$ cat src/hdl/rar_pkg.sv
package rar_pkg;

  // Operand and derived datapath widths
  localparam int OPERAND_WIDTH = 16;
  localparam int CMD_W         = 3;
  localparam int PROD_W        = 2 * OPERAND_WIDTH;
  localparam int NUM_W         = 2 * OPERAND_WIDTH + 1;
  localparam int DEN_W         = 2 * OPERAND_WIDTH;
  localparam int MAG_W         = 2 * OPERAND_WIDTH;
  localparam int CNT_W         = $clog2(MAG_W + 1);

  // Operation codes; unused codes act as reduce
  typedef enum logic [CMD_W-1:0] {
    CMD_ADD = 3'd0,
    CMD_SUB = 3'd1,
    CMD_MUL = 3'd2,
    CMD_DIV = 3'd3,
    CMD_RED = 3'd4
  } cmd_e;

  typedef enum logic [3:0] {
    ST_IDLE,
    ST_MUL1,
    ST_MUL2,
    ST_MUL3,
    ST_LOAD,
    ST_CHK,
    ST_REM_WT,
    ST_QN_GO,
    ST_QN_WT,
    ST_QD_GO,
    ST_QD_WT,
    ST_OUT
  } state_e;

  typedef struct packed {
    logic [CMD_W-1:0]                cmd;
    logic signed [OPERAND_WIDTH-1:0] a_num;
    logic signed [OPERAND_WIDTH-1:0] a_den;
    logic signed [OPERAND_WIDTH-1:0] b_num;
    logic signed [OPERAND_WIDTH-1:0] b_den;
  } rar_in_t;

  typedef struct packed {
    logic signed [NUM_W-1:0] res_num;
    logic signed [DEN_W-1:0] res_den;
    logic                    err_zero_zero;
  } rar_out_t;

  // Multiply-accumulate control
  typedef struct packed {
    logic en;
    logic clr;
    logic sub;
  } mac_op_t;

  // Divider status
  typedef struct packed {
    logic busy;
    logic done;
  } div_stat_t;

  // Magnitude of a signed raw value
  function automatic logic [MAG_W-1:0] mag(input logic signed [NUM_W-1:0] v);
    logic [NUM_W-1:0] t;
    t = v[NUM_W-1] ? -v : v;
    return t[MAG_W-1:0];
  endfunction

endpackage

$ cat src/hdl/rar_mac.sv
module rar_mac (
  input  logic                                     clk_i,
  input  rar_pkg::mac_op_t                         op_i,
  input  logic signed [rar_pkg::OPERAND_WIDTH-1:0] a_i,
  input  logic signed [rar_pkg::OPERAND_WIDTH-1:0] b_i,
  output logic signed [rar_pkg::NUM_W-1:0]         acc_o
);
  import rar_pkg::*;

  logic signed [PROD_W-1:0] prod;
  logic signed [NUM_W-1:0]  prod_x;
  logic signed [NUM_W-1:0]  acc_d, acc_q;

  // Form the product and widen it
  assign prod   = a_i * b_i;
  assign prod_x = {prod[PROD_W-1], prod};

  // Load, add or subtract the product
  always_comb begin
    if (op_i.clr) begin
      acc_d = prod_x;
    end else if (op_i.sub) begin
      acc_d = acc_q - prod_x;
    end else begin
      acc_d = acc_q + prod_x;
    end
  end

  always_ff @(posedge clk_i) begin
    if (op_i.en) begin
      acc_q <= acc_d;
    end
  end

  assign acc_o = acc_q;

endmodule

$ cat src/hdl/rar_div.sv
module rar_div (
  input  logic                        clk_i,
  input  logic                        rst_ni,
  input  logic                        start_i,
  input  logic [rar_pkg::MAG_W-1:0]   dividend_i,
  input  logic [rar_pkg::MAG_W-1:0]   divisor_i,
  output rar_pkg::div_stat_t          stat_o,
  output logic [rar_pkg::MAG_W-1:0]   quo_o,
  output logic [rar_pkg::MAG_W-1:0]   rem_o
);
  import rar_pkg::*;

  logic [CNT_W-1:0] cnt_q;
  logic             done_q;
  logic [MAG_W-1:0] quo_q, rem_q, dvs_q;
  logic [MAG_W:0]   shifted;
  logic [MAG_W:0]   trial;

  // One restoring step: shift in the next dividend bit and try the divisor
  assign shifted = {rem_q, quo_q[MAG_W-1]};
  assign trial   = shifted - {1'b0, dvs_q};

  // Count the steps
  always_ff @(posedge clk_i or negedge rst_ni) begin
    if (!rst_ni) begin
      cnt_q  <= '0;
      done_q <= 1'b0;
    end else if (start_i) begin
      cnt_q  <= CNT_W'(MAG_W);
      done_q <= 1'b0;
    end else if (cnt_q != '0) begin
      cnt_q  <= cnt_q - 1'b1;
      done_q <= (cnt_q == CNT_W'(1));
    end else begin
      done_q <= 1'b0;
    end
  end

  // Advance remainder and quotient
  always_ff @(posedge clk_i) begin
    if (start_i) begin
      rem_q <= '0;
      quo_q <= dividend_i;
      dvs_q <= divisor_i;
    end else if (cnt_q != '0) begin
      if (!trial[MAG_W]) begin
        rem_q <= trial[MAG_W-1:0];
        quo_q <= {quo_q[MAG_W-2:0], 1'b1};
      end else begin
        rem_q <= shifted[MAG_W-1:0];
        quo_q <= {quo_q[MAG_W-2:0], 1'b0};
      end
    end
  end

  assign stat_o.busy = (cnt_q != '0);
  assign stat_o.done = done_q;
  assign quo_o       = quo_q;
  assign rem_o       = rem_q;

  a_done_after_count: assert property (@(posedge clk_i) disable iff (!rst_ni)
    done_q |-> cnt_q == '0)
    else $error("divider done while still counting");

  a_done_follows_last: assert property (@(posedge clk_i) disable iff (!rst_ni)
    (cnt_q == CNT_W'(1)) && !start_i |=> done_q)
    else $error("divider missed done after last step");

  a_rem_below_divisor: assert property (@(posedge clk_i) disable iff (!rst_ni)
    done_q |-> rem_q < dvs_q)
    else $error("remainder not below divisor");

endmodule

$ cat src/hdl/rational_arith_reduce.sv
// Channel   | Ports                        | Handshake
// ----------+------------------------------+------------------------------------------
// request   | req_i (rar_in_t)             | taken at a clock edge with start high, busy low
// result    | res_o (rar_out_t)            | valid_o high for one cycle, taken at its end
//
// The time from acceptance to valid_o grows with k, the number of Euclid
// steps (at most about 47 at these widths); zero-over-zero skips the divider.
// Each Euclid step and each of the two final divisions runs the shared restoring
// divider for one bit per cycle over 32 bits.
// busy is high from the accepting edge until the cycle after valid_o.
// Reset clears the sequencer and the divider counter; no clearing pass is needed.
// The receiver cannot stall: a result is shown once and then dropped.
module rational_arith_reduce (
  input  logic              clk_i,
  input  logic              rst_ni,
  input  logic              start,
  output logic              busy,
  input  rar_pkg::rar_in_t  req_i,
  output logic              valid_o,
  output rar_pkg::rar_out_t res_o
);
  import rar_pkg::*;

  localparam logic signed [OPERAND_WIDTH-1:0] OP_ONE = {{(OPERAND_WIDTH-1){1'b0}}, 1'b1};

  state_e state_q, state_d;

  rar_in_t                  req_q;
  logic signed [NUM_W-1:0]  n_q, x_q, y_q, rn_q;
  logic signed [DEN_W-1:0]  d_q, rd_q;
  logic                     err_q;

  mac_op_t                         mac_op;
  logic signed [OPERAND_WIDTH-1:0] mac_a, mac_b;
  logic signed [NUM_W-1:0]         acc;

  logic             div_start;
  logic [MAG_W-1:0] div_dividend, div_divisor, div_quo, div_rem;
  div_stat_t        div_st;

  logic                    accept;
  logic signed [NUM_W-1:0] d_ext;
  logic [NUM_W-1:0]        rem_ext, quo_ext;

  assign accept  = start && !busy;
  assign d_ext   = {d_q[DEN_W-1], d_q};
  assign rem_ext = {1'b0, div_rem};
  assign quo_ext = {1'b0, div_quo};

  rar_mac u_mac (
    .clk_i (clk_i),
    .op_i  (mac_op),
    .a_i   (mac_a),
    .b_i   (mac_b),
    .acc_o (acc)
  );

  rar_div u_div (
    .clk_i      (clk_i),
    .rst_ni     (rst_ni),
    .start_i    (div_start),
    .dividend_i (div_dividend),
    .divisor_i  (div_divisor),
    .stat_o     (div_st),
    .quo_o      (div_quo),
    .rem_o      (div_rem)
  );

  // Next state
  always_comb begin
    state_d = state_q;
    case (state_q)
      ST_IDLE:   if (accept) state_d = ST_MUL1;
      ST_MUL1:   state_d = ST_MUL2;
      ST_MUL2:   state_d = ST_MUL3;
      ST_MUL3:   state_d = ST_LOAD;
      ST_LOAD: begin
        if (n_q == '0 && acc == '0) begin
          state_d = ST_OUT;
        end else begin
          state_d = ST_CHK;
        end
      end
      ST_CHK: begin
        if (x_q == '0) begin
          state_d = ST_QN_GO;
        end else begin
          state_d = ST_REM_WT;
        end
      end
      ST_REM_WT: if (div_st.done) state_d = ST_CHK;
      ST_QN_GO:  state_d = ST_QN_WT;
      ST_QN_WT:  if (div_st.done) state_d = ST_QD_GO;
      ST_QD_GO:  state_d = ST_QD_WT;
      ST_QD_WT:  if (div_st.done) state_d = ST_OUT;
      ST_OUT:    state_d = ST_IDLE;
      default:   state_d = ST_IDLE;
    endcase
  end

  // Unit controls and operand selection
  always_comb begin
    mac_op       = '0;
    mac_a        = req_q.a_num;
    mac_b        = OP_ONE;
    div_start    = 1'b0;
    div_dividend = mag(y_q);
    div_divisor  = mag(x_q);
    case (state_q)
      ST_MUL1: begin
        mac_op.en  = 1'b1;
        mac_op.clr = 1'b1;
        case (req_q.cmd)
          CMD_ADD, CMD_SUB, CMD_DIV: mac_b = req_q.b_den;
          CMD_MUL:                   mac_b = req_q.b_num;
          default:                   mac_b = OP_ONE;
        endcase
      end
      ST_MUL2: begin
        mac_a = req_q.b_num;
        mac_b = req_q.a_den;
        case (req_q.cmd)
          CMD_ADD: mac_op.en = 1'b1;
          CMD_SUB: begin
            mac_op.en  = 1'b1;
            mac_op.sub = 1'b1;
          end
          default: mac_op.en = 1'b0;
        endcase
      end
      ST_MUL3: begin
        mac_op.en  = 1'b1;
        mac_op.clr = 1'b1;
        case (req_q.cmd)
          CMD_ADD, CMD_SUB, CMD_MUL: begin
            mac_a = req_q.a_den;
            mac_b = req_q.b_den;
          end
          CMD_DIV: begin
            mac_a = req_q.b_num;
            mac_b = req_q.a_den;
          end
          default: begin
            mac_a = req_q.a_den;
            mac_b = OP_ONE;
          end
        endcase
      end
      ST_CHK: div_start = (x_q != '0);
      ST_QN_GO: begin
        div_start    = 1'b1;
        div_dividend = mag(n_q);
        div_divisor  = mag(y_q);
      end
      ST_QD_GO: begin
        div_start    = 1'b1;
        div_dividend = mag(d_ext);
        div_divisor  = mag(y_q);
      end
      default: div_start = 1'b0;
    endcase
  end

  always_ff @(posedge clk_i or negedge rst_ni) begin
    if (!rst_ni) begin
      state_q <= ST_IDLE;
    end else begin
      state_q <= state_d;
    end
  end

  // Datapath registers: hold the item, run Euclid, keep the quotients
  always_ff @(posedge clk_i) begin
    if (accept) begin
      req_q <= req_i;
    end
    case (state_q)
      ST_MUL3: n_q <= acc;
      ST_LOAD: begin
        d_q <= acc[DEN_W-1:0];
        x_q <= n_q;
        y_q <= acc;
        if (n_q == '0 && acc == '0) begin
          err_q <= 1'b1;
          rn_q  <= '0;
          rd_q  <= '0;
        end else begin
          err_q <= 1'b0;
        end
      end
      ST_REM_WT: begin
        if (div_st.done) begin
          x_q <= y_q[NUM_W-1] ? -$signed(rem_ext) : $signed(rem_ext);
          y_q <= x_q;
        end
      end
      ST_QN_WT: begin
        if (div_st.done) begin
          rn_q <= (n_q[NUM_W-1] ^ y_q[NUM_W-1]) ? -$signed(quo_ext) : $signed(quo_ext);
        end
      end
      ST_QD_WT: begin
        if (div_st.done) begin
          rd_q <= (d_q[DEN_W-1] ^ y_q[NUM_W-1]) ? -$signed(div_quo) : $signed(div_quo);
        end
      end
      default: begin
      end
    endcase
  end

  // Result ports
  assign busy                = (state_q != ST_IDLE);
  assign valid_o             = (state_q == ST_OUT);
  assign res_o.res_num       = rn_q;
  assign res_o.res_den       = rd_q;
  assign res_o.err_zero_zero = err_q;

  a_start_divider_idle: assert property (@(posedge clk_i) disable iff (!rst_ni)
    div_start |-> !div_st.busy)
    else $error("divider started while running");

  a_accept_sets_busy: assert property (@(posedge clk_i) disable iff (!rst_ni)
    accept |=> busy && !valid_o)
    else $error("accepted item did not raise busy");

  a_strobe_single: assert property (@(posedge clk_i) disable iff (!rst_ni)
    valid_o |=> !valid_o && !busy)
    else $error("result strobe longer than one cycle");

  a_err_zero_result: assert property (@(posedge clk_i) disable iff (!rst_ni)
    valid_o && res_o.err_zero_zero |-> res_o.res_num == '0 && res_o.res_den == '0)
    else $error("zero-over-zero result not cleared");

  a_no_err_nonzero: assert property (@(posedge clk_i) disable iff (!rst_ni)
    valid_o && !res_o.err_zero_zero |-> res_o.res_num != '0 || res_o.res_den != '0)
    else $error("reduced result is zero over zero");

endmodule
$ cat config.mk
export PLATFORM = sky130hd
export DESIGN_NAME = rational_arith_reduce
export DESIGN_NICKNAME = d
export VERILOG_FILES = /design/src/hdl/rar_pkg.sv /design/src/hdl/rar_mac.sv /design/src/hdl/rar_div.sv /design/src/hdl/rational_arith_reduce.sv
export SDC_FILE = /design/constraint.sdc
export NUM_CORES = 2
export LEC_CHECK = 0
export BUFFER_PORTS_ARGS = -buffer_cell sky130_fd_sc_hd__buf_2
export CAP_MARGIN = 25
export CORE_MARGIN = 1
export CORE_UTILIZATION = 40
export CTS_CLUSTER_SIZE = 14
export DETAILED_ROUTE_END_ITERATION = 16
export PLACE_DENSITY = 0.56
export RECOVER_POWER = 50
export SYNTH_ARGS = -nofsm -noshare
export SYNTH_HDL_FRONTEND = slang
export SYNTH_HIERARCHICAL = 1
export SYNTH_SLANG_ARGS = --single-unit
$ cat constraint.sdc
create_clock -name clk_i -period 35.5 [get_ports clk_i]
set_input_delay 3.55 -clock clk_i [delete_from_list [all_inputs] [get_ports clk_i]]
set_output_delay 3.55 -clock clk_i [all_outputs]
set_load 0.02 [all_outputs]
==> summary.txt <==
Synthesis
  – Syn_nets: 4116
  – Netlist cell types: 102
  – EDFF count, synth: 361
  – Synth area leader: edfxtp_1
  – Seq/Total Area, Yosys: 33.1%
  – Yosys Warn Count: 6
  – Ys flop type: edfxtp_1
  – Avg Inst Size Synth: 9.80 sq um
  – FFs w/ async S/R, synth: 2.72%
  – Gate Count Post-Synth: 3627
  – Top cells by area, synth: edfxtp_1 (31%), fa_1 (15%), ha_1 (5.5%)
  – #FFs+latches synth: 404
  – Synthesized area: 35500 sq um
  – Post-synth top area share: 30.5%

Setup path
  – Slowest CP cell: clkbuf_1
  – CP most frequent cell: fa_1
  – Worst Path Max Fanout: 34
  – Crit end category: flop
  – Biggest cell delay along the critical path: 1.36 ns
  – R2R cell count: 37
  – Arr. time, crit path: 13.39 ns
  – Reg-to-Reg End: u_mac/acc_o[32]
  – Worst r2r src: state_q[0]
  – Setup crit end: u_mac/acc_o[32]
  – Worst Setup Start Kind: flop
  – Req. time, crit path: 35.85 ns
  – Crit path kind: reg2reg
  – Crit. Startpoint: state_q[0]
  – R2R setup slack: 22.46 ns

Die
  – Row count: 108
  – Chip height: 300 microns
  – Core area: 87400 sq um
  – Die area: 90000 sq um
  – Initial core utilization: 40.6%
  – Die X: 300 microns
  – IO Pins: 138

Placed design
  – # port buffers: 137
  – GPL Wtd Cong: 0.896
  – DP HPWL: 76400 microns

Timing
  – Max Freq: 76.7 MHz
  – Final worst path period need: 13.04 ns
  – Final setup viols: 0
  – Hold Violations, Final: 0
  – RSZ-0062 raised after global routing: no
  – Part of the cycle the worst path needs: 36.7%
  – Final Max Tran Viols: 424
  – Clock Skews: 0.0510 ns
  – Slew Limit Headroom: -149%
  – Worst Tran Pin Value: 3.74 ns
  – Setup_tns: 0 ns

Global route
  – Antenna violations before repair: 0
  – Global route hottest layer: met2
  – Vias in the first global route: 27189
  – Met2 usage: 39.6%
  – First-pass GRT wire length: 156000 microns
  – Met1 Use GR: 27.9%
  – Grt total ovfl: 0
  – Total GRT Usage: 22.2%
  – M3 GR Usage: 2.15%
  – Pin count of the biggest net entering global routing: 70

Clock network
  – TritonCTS Sinks: 404
  – H-tree levels: 2
  – Clock Latency Late Sink: 0.65 ns
  – Cts hold-fix bufs: 0
  – Clk buf depth: 3
  – Reg clk slew, reported paths: 0.06 ns
  – Root buffer cell: clkbuf_16
  – PostCTS Resize Cnt: 0
  – Postcts setup bufs: 0
  – CTS tree: yes
  – CTS Buf Count: 48

Layout
  – Footprint of the multi-input gates: 21500 sq um
  – Register area: 11800 sq um
  – FILL cells: 8452
  – Syn-to-layout area delta: 9.67%
  – Layout cell share with drive strength beyond 1: 10.0%
  – Final #Nets: 4172

Route
  – Drt pass-1 iters: 7
  – Initial drt markers: 1833
  – Via count: 26851
  – DRC: 0
  – Vias per cell: 5.51
  – Post-route antenna net violation count: 0
  – Wirelength per Cell: 20.4 microns
  – Total Routed Length: 99400 microns

Outcome
  – Failing checks: capacitance limit, slew limit
  – Status: finished with violations

Min path
  – Tightest Hold Check Type: reg2reg
  – Hold Path Origin: u_div/rem_o[1]

Job
  – Max-cap violations: 10
[synth_stat cells, drive strengths merged (59+ instances only)]
cell    instances
inv           430
ha            155
o31ai          59
mux2           70
a21oi         175
nor2          230
fa            264
xnor2         158
and2          137
nand2         323
edfxtp        361
xor2          144
clkbuf        135
o21ai         195
[kinds of logic (layout without fill, tap and decap cells)]
| logic type | count (synthesis) | count (layout) | synth area share, % |
|---|---|---|---|
| adders and majority gates | 419 | 419 | 20.3 |
| DFF | 404 | 404 | 33.1 |
| AOI/OAI and AO/OA | 736 | 736 | 13.8 |
| muxes | 122 | 122 | 3.68 |
| other | 0 | 1 | 0 |
| and+or+nand+nor | 1047 | 1047 | 15.0 |
| buffers and inverters | 597 | 689 | 6.63 |
| xor gates and xnor gates | 302 | 302 | 7.44 |
[state kept, by name, summed over array words and instances, names as in the netlist]
signal,cells
u_div/quo_o,32
u_div/dvs_q,32
n_q,33
u_div/done_q,1
rd_q,32
req_q,67
y_q,33
u_div/rem_o,32
u_div/cnt_q,6
d_q,32
rn_q,33
u_mac/acc_o,33
state_q,4
x_q,33
err_q,1
[worst min path at each step]
stage	endpoint	slack [ns]	cells after the start
CTS	u_div/rem_o[1]	0.53	2
finish	u_div/rem_o[1]	0.54	2
global route	u_div/cnt_q[4]	0.57	2
global placement	u_div/rem_o[1]	0.52	2
detailed placement	u_div/rem_o[1]	0.52	2
floorplan	u_div/rem_o[1]	0.48	2
[layout by cell type (no fill, tap or decap), types with 17 or more instances in the layout]
master     netlist  layout
inv_1          430     429
edfxtp_1       361     361
nand2_1        323     323
fa_1           264     264
nor2_1         230     229
o21ai_0        182     180
a21oi_1        173     172
xnor2_1        158     156
ha_1           155     155
xor2_1         144     144
and2_1         137     137
buf_2            6     136
mux2_2          70      70
o31ai_1         55      56
mux2i_1         52      52
or3_1           48      48
clkbuf_16        0      48
a21o_1          46      46
nor3_1          43      41
nand3_1         40      40
a211oi_1        39      37
nor4_1          32      34
nand2b_1        33      33
dfxtp_1         32      32
a222oi_1        31      31
o41ai_1         26      26
a31oi_1         26      26
or4_1           23      24
buf_4            2      21
nor2b_1         20      20
a22oi_1         19      19
and3_1          19      18
clkbuf_1       135      17
[cell type report]
cell class / instances / area share (%)
Antenna cell: 1 / 0.00642
Clock inverter: 30 / 1.15
Inverter: 431 / 4.15
Multi-Input combinational cell: 2626 / 55.2
Timing Repair Buffer: 172 / 2.41
Clock buffer: 56 / 3.24
Tap cell: 1155 / 3.71
Sequential cell: 404 / 30.2
[worst max-delay path: cells and delay by family (launching register included)]
kind | cells | cell delay (ns)
xor gates and xnor gates | 3 | 0.58
AOI/OAI and AO/OA | 10 | 2.80
adders and majority gates | 8 | 3.65
buffers and inverters | 6 | 2.09
and+or+nand+nor | 10 | 2.79
DFF | 1 | 0.81
[per-stage QoR]
stage,cells,area (sq um),hold slack (ns),utilization (%),worst slack [ns]
after floorplan,3627,35500,0.485,-,23.06
after global placement,4785,37300,0.522,42.6,23.75
after detailed placement,4786,37300,0.520,42.7,23.66
after CTS,4872,39000,0.533,44.6,23.60
after global routing,4874,39000,0.570,44.6,21.63
final,4875,39000,0.539,44.6,22.46
[per-layer routing]
| layer | routed length (microns) | up-vias |
|---|---|---|
| met3 | 3880 | 152 |
| met5 | 0 | - |
| met1 | 42300 | 13259 |
| li1 | - | 12763 |
| met4 | 3570 | 0 |
| met2 | 49700 | 677 |
Power is not shown: default switching activity piles up to over one toggle a cycle in this logic, so the estimate is an artifact.
